## config.mk

```make
export PLATFORM = sky130hd
export DESIGN_NAME = go_back_n_sender_core_flat
export DESIGN_NICKNAME = d
export VERILOG_FILES = /design/src/rtl/gbn_pkg.sv /design/src/rtl/gbn_in_if.sv /design/src/rtl/gbn_out_if.sv /design/src/rtl/gbn_cfg_if.sv /design/src/rtl/gbn_queue.sv /design/src/rtl/gbn_front.sv /design/src/rtl/gbn_back.sv /design/src/rtl/go_back_n_sender_core.sv /design/src/flat_wrapper.sv
export VERILOG_INCLUDE_DIRS = /design/src /design/src/rtl
export SDC_FILE = /design/constraint.sdc
export NUM_CORES = 1
export LEC_CHECK = 0
export BUFFER_PORTS_ARGS = -buffer_cell sky130_fd_sc_hd__buf_2
export CORE_ASPECT_RATIO = 1.25
export CORE_MARGIN = 1.5
export CORE_UTILIZATION = 40
export DETAILED_ROUTE_END_ITERATION = 8
export GPL_ROUTABILITY_DRIVEN = 0
export HOLD_SLACK_MARGIN = 0.08
export SLEW_MARGIN = 40
export SYNTH_ARGS = -nofsm -noshare
export SYNTH_HDL_FRONTEND = slang
export SYNTH_HIERARCHICAL = 1
export SYNTH_SLANG_ARGS = --single-unit
export TNS_END_PERCENT = 50
```

## constraint.sdc

```tcl
create_clock -name clk_i -period 4.9 [get_ports clk_i]
set_input_delay 0.98 -clock clk_i [delete_from_list [all_inputs] [get_ports clk_i]]
set_output_delay 0.98 -clock clk_i [all_outputs]
set_load 0.05 [all_outputs]
```

## src/rtl/go_back_n_sender_core_defines.svh

```systemverilog
// Assertion helpers shared by the sender RTL.
// Both expect clk_i and rst_ni in the scope of the module that uses them.
`ifndef GO_BACK_N_SENDER_CORE_DEFINES_SVH
`define GO_BACK_N_SENDER_CORE_DEFINES_SVH

// Check that a condition holds at every clock edge outside reset.
`define GBN_ASSERT(lbl, prop, msg) \
  lbl: assert property (@(posedge clk_i) disable iff (!rst_ni) (prop)) else $error(msg);

// Check that a consequent holds in the cycle after an antecedent.
`define GBN_ASSERT_NEXT(lbl, ante, cons, msg) \
  lbl: assert property (@(posedge clk_i) disable iff (!rst_ni) (ante) |=> (cons)) \
    else $error(msg);

`endif

```

## src/rtl/gbn_pkg.sv

```systemverilog
package gbn_pkg;

  localparam int SEQ_W    = 4;
  localparam int SEQ_SPACE = 1 << SEQ_W;
  localparam int HANDLE_W = 16;
  localparam int LEN_W    = 8;
  localparam int SLOT_W   = HANDLE_W + LEN_W;
  localparam int WIN_W    = 4;
  localparam int ACTION_W = 2;
  localparam int STATUS_W = 3;
  localparam int TIMER_W  = 2;

  localparam logic [WIN_W-1:0] WINDOW_RESET = WIN_W'(7);
  localparam logic [LEN_W-1:0] MAX_PAYLOAD  = LEN_W'(255);

  // Input actions
  localparam logic [ACTION_W-1:0] ACT_SEND    = 2'd0;
  localparam logic [ACTION_W-1:0] ACT_ACK     = 2'd1;
  localparam logic [ACTION_W-1:0] ACT_TIMEOUT = 2'd2;

  // Result status codes
  localparam logic [STATUS_W-1:0] ST_SENT      = 3'd0;
  localparam logic [STATUS_W-1:0] ST_FULL      = 3'd1;
  localparam logic [STATUS_W-1:0] ST_ACK_OK    = 3'd2;
  localparam logic [STATUS_W-1:0] ST_ACK_IGN   = 3'd3;
  localparam logic [STATUS_W-1:0] ST_RESEND    = 3'd4;
  localparam logic [STATUS_W-1:0] ST_TO_EMPTY  = 3'd5;

  // Timer commands
  localparam logic [TIMER_W-1:0] TMR_NONE  = 2'd0;
  localparam logic [TIMER_W-1:0] TMR_START = 2'd1;
  localparam logic [TIMER_W-1:0] TMR_STOP  = 2'd2;

  // Classified command from the front end to the back end
  typedef struct packed {
    logic [STATUS_W-1:0] status;
    logic [SEQ_W-1:0]    seq;     // packet number, or window base for a resend
    logic [HANDLE_W-1:0] handle;
    logic [LEN_W-1:0]    length;
    logic [TIMER_W-1:0]  timer;
    logic [SEQ_W-1:0]    base;
    logic [SEQ_W-1:0]    next;
    logic [SEQ_W-1:0]    count;   // packets to resend
  } gbn_cmd_t;

  typedef struct packed {
    logic [STATUS_W-1:0] status;
    logic                emit_valid;
    logic [SEQ_W-1:0]    packet_seq;
    logic [HANDLE_W-1:0] packet_handle;
    logic [LEN_W-1:0]    packet_length;
    logic [TIMER_W-1:0]  timer_cmd;
    logic [SEQ_W-1:0]    window_base;
    logic [SEQ_W-1:0]    next_seq;
    logic                last;
  } gbn_res_t;

endpackage

```

## src/rtl/gbn_in_if.sv

```systemverilog
interface gbn_in_if;
  import gbn_pkg::*;

  logic                valid;
  logic                ready;
  logic [ACTION_W-1:0] action;
  logic [HANDLE_W-1:0] payload_handle;
  logic [LEN_W-1:0]    payload_length;
  logic [SEQ_W-1:0]    ack_seq;
  logic                ack_ok;

  modport source (
    output valid, action, payload_handle, payload_length, ack_seq, ack_ok,
    input  ready
  );
  modport sink (
    input  valid, action, payload_handle, payload_length, ack_seq, ack_ok,
    output ready
  );
endinterface

```

## src/rtl/gbn_out_if.sv

```systemverilog
interface gbn_out_if;
  import gbn_pkg::*;

  logic                valid;
  logic                ready;
  logic [STATUS_W-1:0] status;
  logic                emit_valid;
  logic [SEQ_W-1:0]    packet_seq;
  logic [HANDLE_W-1:0] packet_handle;
  logic [LEN_W-1:0]    packet_length;
  logic [TIMER_W-1:0]  timer_cmd;
  logic [SEQ_W-1:0]    window_base;
  logic [SEQ_W-1:0]    next_seq;
  logic                last;

  modport source (
    output valid, status, emit_valid, packet_seq, packet_handle, packet_length,
           timer_cmd, window_base, next_seq, last,
    input  ready
  );
  modport sink (
    input  valid, status, emit_valid, packet_seq, packet_handle, packet_length,
           timer_cmd, window_base, next_seq, last,
    output ready
  );
endinterface

```

## src/rtl/gbn_cfg_if.sv

```systemverilog
interface gbn_cfg_if;
  import gbn_pkg::*;

  logic             valid;
  logic             ready;
  logic [WIN_W-1:0] window_size;

  modport source (output valid, window_size, input ready);
  modport sink (input valid, window_size, output ready);
endinterface

```

## src/rtl/gbn_queue.sv

```systemverilog
module gbn_queue (
  input  logic              clk_i,
  input  logic              rst_ni,
  input  logic              push_i,
  input  gbn_pkg::gbn_cmd_t cmd_i,
  output logic              full_o,
  output logic              valid_o,
  output gbn_pkg::gbn_cmd_t cmd_o,
  input  logic              pop_i
);
  import gbn_pkg::*;

  gbn_cmd_t   entry_q [2];
  logic       wr_ptr_q, rd_ptr_q;
  logic [1:0] count_q;

  assign full_o  = (count_q == 2'd2);
  assign valid_o = (count_q != 2'd0);
  assign cmd_o   = entry_q[rd_ptr_q];

  always_ff @(posedge clk_i) begin
    if (push_i) begin
      entry_q[wr_ptr_q] <= cmd_i;
    end
  end

  always_ff @(posedge clk_i or negedge rst_ni) begin
    if (!rst_ni) begin
      wr_ptr_q <= 1'b0;
      rd_ptr_q <= 1'b0;
      count_q  <= 2'd0;
    end else begin
      if (push_i) begin
        wr_ptr_q <= ~wr_ptr_q;
      end
      if (pop_i) begin
        rd_ptr_q <= ~rd_ptr_q;
      end
      count_q <= count_q + {1'b0, push_i} - {1'b0, pop_i};
    end
  end
endmodule

```

## src/rtl/gbn_front.sv

```systemverilog
module gbn_front (
  input  logic              clk_i,
  input  logic              rst_ni,
  gbn_in_if.sink            in_ch,
  gbn_cfg_if.sink           cfg_ch,
  input  logic              q_full_i,
  output logic              q_push_o,
  output gbn_pkg::gbn_cmd_t q_cmd_o
);
  import gbn_pkg::*;

  logic [WIN_W-1:0] window_q;
  logic [SEQ_W-1:0] base_q, base_d, next_q, next_d;
  logic [SEQ_W-1:0] outst, ack_dist;
  logic             accept;
  logic             classified;
  gbn_cmd_t         cmd;

  assign in_ch.ready  = !q_full_i;
  assign cfg_ch.ready = 1'b1;
  assign accept       = in_ch.valid && in_ch.ready;

  // Distances wrap with the sequence space
  assign outst    = next_q - base_q;
  assign ack_dist = in_ch.ack_seq - base_q;

  always_comb begin
    cmd        = '0;
    base_d     = base_q;
    next_d     = next_q;
    classified = 1'b1;
    unique case (in_ch.action)
      ACT_SEND: begin
        if (outst >= window_q) begin
          cmd.status = ST_FULL;
        end else begin
          cmd.status = ST_SENT;
          cmd.seq    = next_q;
          cmd.handle = in_ch.payload_handle;
          cmd.length = (in_ch.payload_length > MAX_PAYLOAD) ? MAX_PAYLOAD
                                                            : in_ch.payload_length;
          cmd.timer  = (outst == '0) ? TMR_START : TMR_NONE;
          next_d     = next_q + SEQ_W'(1);
        end
      end
      ACT_ACK: begin
        if (in_ch.ack_ok && (ack_dist < outst)) begin
          base_d     = in_ch.ack_seq + SEQ_W'(1);
          cmd.status = ST_ACK_OK;
          cmd.timer  = (base_d == next_q) ? TMR_STOP : TMR_START;
        end else begin
          cmd.status = ST_ACK_IGN;
        end
      end
      ACT_TIMEOUT: begin
        if (outst == '0) begin
          cmd.status = ST_TO_EMPTY;
        end else begin
          cmd.status = ST_RESEND;
          cmd.seq    = base_q;
          cmd.count  = outst;
        end
      end
      default: begin
        // unknown action: drop without a result
        classified = 1'b0;
      end
    endcase
    cmd.base = base_d;
    cmd.next = next_d;
  end

  assign q_push_o = accept && classified;
  assign q_cmd_o  = cmd;

  always_ff @(posedge clk_i or negedge rst_ni) begin
    if (!rst_ni) begin
      window_q <= WINDOW_RESET;
      base_q   <= '0;
      next_q   <= '0;
    end else begin
      if (cfg_ch.valid) begin
        window_q <= cfg_ch.window_size;
      end
      if (accept) begin
        base_q <= base_d;
        next_q <= next_d;
      end
    end
  end
endmodule

```

## src/rtl/gbn_back.sv

```systemverilog
`include "go_back_n_sender_core_defines.svh"

module gbn_back (
  input  logic              clk_i,
  input  logic              rst_ni,
  input  logic              q_valid_i,
  input  gbn_pkg::gbn_cmd_t q_cmd_i,
  output logic              q_pop_o,
  gbn_out_if.source         out_ch
);
  import gbn_pkg::*;

  localparam logic [1:0] S_IDLE = 2'd0;
  localparam logic [1:0] S_READ = 2'd1;
  localparam logic [1:0] S_EMIT = 2'd2;

  logic [1:0]        state_q, state_d;
  logic [SLOT_W-1:0] mem_q [SEQ_SPACE];
  logic [SLOT_W-1:0] rd_data_q;
  logic [SEQ_W-1:0]  rs_base_q, rs_cnt_q, rs_idx_q, rs_idx_d;
  logic [SEQ_W-1:0]  rs_wbase_q, rs_wnext_q;
  logic [SEQ_W-1:0]  rs_seq;
  logic              rs_last;
  gbn_res_t          out_q, out_d;
  logic              out_valid_q, out_valid_d;
  logic              out_free;
  logic              pop;
  logic              mem_we, mem_re;

  assign out_free = !out_valid_q || out_ch.ready;
  assign pop      = (state_q == S_IDLE) && q_valid_i && out_free;
  assign q_pop_o  = pop;
  assign rs_seq   = rs_base_q + rs_idx_q;
  assign rs_last  = (rs_idx_q + SEQ_W'(1)) == rs_cnt_q;
  assign mem_we   = pop && (q_cmd_i.status == ST_SENT);
  assign mem_re   = (state_q == S_READ);

  always_comb begin
    state_d     = state_q;
    rs_idx_d    = rs_idx_q;
    out_d       = out_q;
    out_valid_d = out_valid_q && !out_ch.ready;
    unique case (state_q)
      S_IDLE: begin
        if (pop) begin
          if (q_cmd_i.status == ST_RESEND) begin
            rs_idx_d = '0;
            state_d  = S_READ;
          end else begin
            out_d.status        = q_cmd_i.status;
            out_d.emit_valid    = (q_cmd_i.status == ST_SENT);
            out_d.packet_seq    = q_cmd_i.seq;
            out_d.packet_handle = q_cmd_i.handle;
            out_d.packet_length = q_cmd_i.length;
            out_d.timer_cmd     = q_cmd_i.timer;
            out_d.window_base   = q_cmd_i.base;
            out_d.next_seq      = q_cmd_i.next;
            out_d.last          = 1'b1;
            out_valid_d         = 1'b1;
          end
        end
      end
      S_READ: begin
        state_d = S_EMIT;
      end
      S_EMIT: begin
        if (out_free) begin
          out_d.status        = ST_RESEND;
          out_d.emit_valid    = 1'b1;
          out_d.packet_seq    = rs_seq;
          out_d.packet_handle = rd_data_q[HANDLE_W-1:0];
          out_d.packet_length = rd_data_q[SLOT_W-1:HANDLE_W];
          out_d.timer_cmd     = (rs_idx_q == '0) ? TMR_START : TMR_NONE;
          out_d.window_base   = rs_wbase_q;
          out_d.next_seq      = rs_wnext_q;
          out_d.last          = rs_last;
          out_valid_d         = 1'b1;
          rs_idx_d            = rs_idx_q + SEQ_W'(1);
          state_d             = rs_last ? S_IDLE : S_READ;
        end
      end
      default: begin
        state_d = S_IDLE;
      end
    endcase
  end

  // Slot memory: written on a send, read one slot per resend step
  always_ff @(posedge clk_i) begin
    if (mem_we) begin
      mem_q[q_cmd_i.seq] <= {q_cmd_i.length, q_cmd_i.handle};
    end
    if (mem_re) begin
      rd_data_q <= mem_q[rs_seq];
    end
  end

  always_ff @(posedge clk_i) begin
    out_q <= out_d;
    if (pop) begin
      rs_base_q  <= q_cmd_i.seq;
      rs_cnt_q   <= q_cmd_i.count;
      rs_wbase_q <= q_cmd_i.base;
      rs_wnext_q <= q_cmd_i.next;
    end
  end

  always_ff @(posedge clk_i or negedge rst_ni) begin
    if (!rst_ni) begin
      state_q     <= S_IDLE;
      rs_idx_q    <= '0;
      out_valid_q <= 1'b0;
    end else begin
      state_q     <= state_d;
      rs_idx_q    <= rs_idx_d;
      out_valid_q <= out_valid_d;
    end
  end

  assign out_ch.valid         = out_valid_q;
  assign out_ch.status        = out_q.status;
  assign out_ch.emit_valid    = out_q.emit_valid;
  assign out_ch.packet_seq    = out_q.packet_seq;
  assign out_ch.packet_handle = out_q.packet_handle;
  assign out_ch.packet_length = out_q.packet_length;
  assign out_ch.timer_cmd     = out_q.timer_cmd;
  assign out_ch.window_base   = out_q.window_base;
  assign out_ch.next_seq      = out_q.next_seq;
  assign out_ch.last          = out_q.last;

  `GBN_ASSERT(a_rs_idx_in_range, (state_q == S_IDLE) || (rs_idx_q < rs_cnt_q), "resend index past count")
  `GBN_ASSERT_NEXT(a_read_then_emit, state_q == S_READ, state_q == S_EMIT, "slot read not followed by emit")
  `GBN_ASSERT(a_resend_not_done, !(out_valid_q && (out_q.status == ST_RESEND) && !out_q.last) || (state_q != S_IDLE), "resend burst ended early")
endmodule

```

## src/rtl/go_back_n_sender_core.sv

```systemverilog
// Channel  | Dir | Handshake   | Payload
// in_ch    | in  | valid/ready | action, payload_handle, payload_length, ack_seq, ack_ok
// out_ch   | out | valid/ready | status, emit_valid, packet_*, timer_cmd, window_base,
//          |     |             | next_seq, last
// cfg_ch   | in  | valid/ready | window_size (always ready)
//
// Send, ack and timeout-with-empty-window items give one result each, one item per cycle
// while the two-entry command queue has room.
// A timeout resend passes S_READ and S_EMIT per outstanding packet: one slot memory read
// and one output register load per packet, on the single read port of the slot memory.
// Output stalls back up through the queue to in_ch.ready; reset clears control state.
module go_back_n_sender_core (
  input  logic      clk_i,
  input  logic      rst_ni,
  gbn_in_if.sink    in_ch,
  gbn_cfg_if.sink   cfg_ch,
  gbn_out_if.source out_ch
);
  import gbn_pkg::*;

  logic     q_full, q_push, q_valid, q_pop;
  gbn_cmd_t push_cmd, head_cmd;

  gbn_front u_front (
    .clk_i    (clk_i),
    .rst_ni   (rst_ni),
    .in_ch    (in_ch),
    .cfg_ch   (cfg_ch),
    .q_full_i (q_full),
    .q_push_o (q_push),
    .q_cmd_o  (push_cmd)
  );

  gbn_queue u_queue (
    .clk_i   (clk_i),
    .rst_ni  (rst_ni),
    .push_i  (q_push),
    .cmd_i   (push_cmd),
    .full_o  (q_full),
    .valid_o (q_valid),
    .cmd_o   (head_cmd),
    .pop_i   (q_pop)
  );

  gbn_back u_back (
    .clk_i     (clk_i),
    .rst_ni    (rst_ni),
    .q_valid_i (q_valid),
    .q_cmd_i   (head_cmd),
    .q_pop_o   (q_pop),
    .out_ch    (out_ch)
  );
endmodule
```

## src/flat_wrapper.sv

```systemverilog
// flat-port wrapper written by rule: the top's interface ports become plain ports
module go_back_n_sender_core_flat import gbn_pkg::*;
  (clk_i, rst_ni, in_ch_valid, in_ch_action, in_ch_payload_handle, in_ch_payload_length, in_ch_ack_seq, in_ch_ack_ok, in_ch_ready, cfg_ch_valid, cfg_ch_window_size, cfg_ch_ready, out_ch_valid, out_ch_status, out_ch_emit_valid, out_ch_packet_seq, out_ch_packet_handle, out_ch_packet_length, out_ch_timer_cmd, out_ch_window_base, out_ch_next_seq, out_ch_last, out_ch_ready);
  gbn_in_if in_ch_i ();
  gbn_cfg_if cfg_ch_i ();
  gbn_out_if out_ch_i ();
  input  logic clk_i;
  input  logic rst_ni;
  input wire logic [$bits(in_ch_i.valid)-1:0] in_ch_valid;
  input wire logic [$bits(in_ch_i.action)-1:0] in_ch_action;
  input wire logic [$bits(in_ch_i.payload_handle)-1:0] in_ch_payload_handle;
  input wire logic [$bits(in_ch_i.payload_length)-1:0] in_ch_payload_length;
  input wire logic [$bits(in_ch_i.ack_seq)-1:0] in_ch_ack_seq;
  input wire logic [$bits(in_ch_i.ack_ok)-1:0] in_ch_ack_ok;
  output wire logic [$bits(in_ch_i.ready)-1:0] in_ch_ready;
  input wire logic [$bits(cfg_ch_i.valid)-1:0] cfg_ch_valid;
  input wire logic [$bits(cfg_ch_i.window_size)-1:0] cfg_ch_window_size;
  output wire logic [$bits(cfg_ch_i.ready)-1:0] cfg_ch_ready;
  output wire logic [$bits(out_ch_i.valid)-1:0] out_ch_valid;
  output wire logic [$bits(out_ch_i.status)-1:0] out_ch_status;
  output wire logic [$bits(out_ch_i.emit_valid)-1:0] out_ch_emit_valid;
  output wire logic [$bits(out_ch_i.packet_seq)-1:0] out_ch_packet_seq;
  output wire logic [$bits(out_ch_i.packet_handle)-1:0] out_ch_packet_handle;
  output wire logic [$bits(out_ch_i.packet_length)-1:0] out_ch_packet_length;
  output wire logic [$bits(out_ch_i.timer_cmd)-1:0] out_ch_timer_cmd;
  output wire logic [$bits(out_ch_i.window_base)-1:0] out_ch_window_base;
  output wire logic [$bits(out_ch_i.next_seq)-1:0] out_ch_next_seq;
  output wire logic [$bits(out_ch_i.last)-1:0] out_ch_last;
  input wire logic [$bits(out_ch_i.ready)-1:0] out_ch_ready;
  assign in_ch_i.valid = in_ch_valid;
  assign in_ch_i.action = in_ch_action;
  assign in_ch_i.payload_handle = in_ch_payload_handle;
  assign in_ch_i.payload_length = in_ch_payload_length;
  assign in_ch_i.ack_seq = in_ch_ack_seq;
  assign in_ch_i.ack_ok = in_ch_ack_ok;
  assign in_ch_ready = in_ch_i.ready;
  assign cfg_ch_i.valid = cfg_ch_valid;
  assign cfg_ch_i.window_size = cfg_ch_window_size;
  assign cfg_ch_ready = cfg_ch_i.ready;
  assign out_ch_valid = out_ch_i.valid;
  assign out_ch_status = out_ch_i.status;
  assign out_ch_emit_valid = out_ch_i.emit_valid;
  assign out_ch_packet_seq = out_ch_i.packet_seq;
  assign out_ch_packet_handle = out_ch_i.packet_handle;
  assign out_ch_packet_length = out_ch_i.packet_length;
  assign out_ch_timer_cmd = out_ch_i.timer_cmd;
  assign out_ch_window_base = out_ch_i.window_base;
  assign out_ch_next_seq = out_ch_i.next_seq;
  assign out_ch_last = out_ch_i.last;
  assign out_ch_i.ready = out_ch_ready;
  go_back_n_sender_core u_core (.clk_i(clk_i), .rst_ni(rst_ni), .in_ch(in_ch_i), .cfg_ch(cfg_ch_i), .out_ch(out_ch_i));
endmodule
```

==> impl_metrics.yaml <==
power:
  seqPwrFrac_pct: 36.4
  powerDensity_nw_per_um2: 727
  internal_power_mw: 12.4
  swShare_pct: 36.9
  p_switching_mw: 7.25
  p_leak_nw: 9.40
  pwr-share-comb_pct: 42.2
  pwr-share-clk_pct: 21.5
  peakVddDrop_v: 0.000549
synthesis:
  synth_top_area_share_pct: 70.5
  synth_common_cells: "edfxtp_1, nand2_1, mux4_2, o211ai_1, mux2_4"
  ys.flop_type: "edfxtp_1"
  syn-num-nets: 1344
  yosysSeqAreaShare_pct: 73.0
  synth_area_leader_cell: "edfxtp_1"
  synth.distinct_cells: 67
  synth_area_um2: 23700
  yosys_warnings: 6
  async_flop_share_pct: 3.97
  synth_edf_count: 557
  avgSynthCellArea_um2: 18.5
  synthCells: 1282
  synth_most_common_cell: "edfxtp_1"
  yosys_register_bits: 580
  synth.top_cells.by_area: "edfxtp_1, mux4_2, nand2_1, mux2_4, mux4_1"
critical_path:
  crit_type: "reg -> reg"
  crit_fanout: 27
  startpoint_type: "register"
  rr_worst_depth: 10
  regToRegStartpoint: "u_core/u_front/next_q[0]"
  cp.arrival_ps: 3930
  crit_path_end_kind: "register"
  critical_path_required_ps: 5240
  r2r-end: "u_core/u_queue/entry_q[1][5]"
  r2r_slack_ps: 1320
clock_network:
  post_cts_buffers: 0
  cts-buffers-inserted: 57
  clock_latency_ps: 620
  cts_tree: "done"
  root_buffer: "clkbuf_16"
  cts_num_sinks: 580
  clk_pin_slew_ps: 60
  ctsLongestPathBuffers: 3
  cts_resized: 0
  htree_levels: 2
  hold_buffers: 0
timing:
  hold_slack_ps: 371
  setup_viol: 0
  slew_headroom_pct: 51.4
  setup-tns-final_ps: 0
  fin_crit_sh_pct: 73.1
  skew_ps: 22.3
  min_period_ps: 3580
  finalMaxSlewViolations: 0
  tightestPinTransition_ps: 729
  max_freq_mhz: 279
  rsz0062_at_grt: "false"
  finalHoldViolCount: 0
placed_design:
  dp_hpwl_um: 32400
  port_buffers: 84
layout:
  drive_above_1_share_pct: 26.9
  synthToLayoutAreaGrowth_pct: 13.9
  finalNetCount: 1465
route:
  firstDrtPassIters: 7
  viasPerCell: 5.47
  drtAntennaViolNets: 0
  vias: 12100
  drc_errors: 0
  wirelength_um: 54400
  drtIter0Drc: 908
  drt-wirelength-per-cell_um: 24.6
hold_path:
  hold_path_class: "in -> async"
die:
  die_w_um: 221
  core_area_um2: 58500
  io_pins: 86
  initial_core_util_pct: 40.6
  dieArea_um2: 60800
  die_h_um: 275
  rows: 99
global_route:
  grt_overflow: 0
  grt_max_degree: 49
  antenna_found_initial: 0
  gr-usage-all-layers_pct: 18.4
  grt_pass1_vias: 12800
  grt_pass1_wl_um: 81200
status:
  status: "complete, no violations"
flow_run:
  cap_violations: 0
-- critical path, stage by stage (launching register included) --
cell	delay, ps
dfrtp_1	440
inv_1	120
ha_1	170
inv_1	50
fa_1	480
ha_1	290
a21oi_1	140
maj3_1	190
maj3_2	620
and2_1	420
mux2_1	380
-- worst max-delay path by stage --
stage | start | end | slack, ps | depth (start not counted)
final | u_core/u_front/next_q[0] | u_core/u_queue/entry_q[1][5] | 1320 | 10
after global placement | in_ch_ack_seq[0] | u_core/u_queue/entry_q[0][10] | 1130 | 12
after floorplan | out_ch_ready | u_core/u_back/out_ch.emit_valid | 200 | 2
after global routing | u_core/u_front/next_q[0] | u_core/u_queue/entry_q[1][5] | 1160 | 10
after detailed placement | in_ch_ack_seq[0] | u_core/u_queue/entry_q[1][9] | 1150 | 12
after CTS | u_core/u_front/next_q[0] | u_core/u_queue/entry_q[1][5] | 1310 | 10
-- metrics by stage --
step           cell area (um2)  instances  total power [mW]  setup WS, ps  utilization, %
2_1_floorplan            23700       1282              13.3           201               -
3_3_place_gp             25100       2098              15.5          1130            43.0
3_5_place_dp             25200       2100              15.6          1150            43.1
4_1_cts                  27000       2206              19.9          1310            46.2
5_1_grt                  27000       2207              20.7          1160            46.2
6_report                 27000       2208              19.6          1320            46.2
-- layout by cell type, fill, tap and decap left out, drive strengths merged, types with 3 or more instances in the layout --
cell type    n
nor3         9
clkinvlp     3
o211ai      49
fa           3
clkbuf      74
nor4         4
nand3b       3
buf        130
and2         5
clkinv      24
ha          19
dfrtp       20
nor2        28
o21ai       14
xor2         9
nand2b       9
a22o         5
a21oi       10
inv         21
nor2b        6
edfxtp     557
xnor2       17
and3        28
bufinv       3
nand2      193
a211o       24
dfstp        3
mux4        96
nand3        6
mux2        56
-- power groups by stage --
| stage | Sequential (mW) | Combinational (mW) | Clock [mW] |
|---|---|---|---|
| after global routing | 7.20 | 8.96 | 4.50 |
| after global placement | 7.23 | 8.27 | 0 |
| after detailed placement | 7.24 | 8.40 | 0 |
| after floorplan | 7.85 | 5.50 | 0 |
| final | 7.14 | 8.29 | 4.21 |
| after CTS | 7.15 | 8.42 | 4.32 |
-- flip-flops by register name (all words and copies together), names as in the netlist, 4 cells and up --
name and flops:
u_core/u_back/mem_q 384, u_core/u_queue/entry_q 90, u_core/u_back/rd_data_q 24, u_core/u_back/out_ch.packet_handle 16, u_core/u_back/out_ch.packet_length 8, u_core/u_back/out_ch.next_seq 4, u_core/u_back/out_ch.packet_seq 4, u_core/u_back/out_ch.window_base 4
u_core/u_back/rs_base_q 4, u_core/u_back/rs_cnt_q 4, u_core/u_back/rs_idx_q 4, u_core/u_back/rs_wbase_q 4, u_core/u_back/rs_wnext_q 4, u_core/u_front/base_q 4, u_core/u_front/next_q 4, u_core/u_front/window_q 4
-- kinds of logic after synthesis --
kind of cell	Yosys count	share of synthesized area (%)
flops	580	73.0
simple gates	302	6.03
mux	154	12.8
compound gates	106	3.36
buf+inv	87	2.25
xor+xnor	28	1.19
fa+ha+maj	24	1.35
other cells	1	0.0158
-- cell type report --
cell class | instances | area [um2]
Antenna cell | 1 | 2.50
Clock inverter | 32 | 263
Clock buffer | 74 | 1530
Sequential cell | 580 | 17300
Tap cell | 757 | 947
Timing Repair Buffer | 130 | 831
Multi-Input combinational cell | 615 | 6050
Inverter | 19 | 71.3
Fill cell | 4990 | 31500
-- routing by layer --
metal / track usage [%] / part of all wire, % / vias to the layer above
met1: 24.2 / 41 / 6364
met2: 31.6 / 51 / 335
met5: 0 / 0 / -
met4: 4.59 / 2.0 / 0
li1: - / - / 5298
met3: 3.13 / 5.6 / 76
No activity file was read; power rests on OpenSTA's default activity.
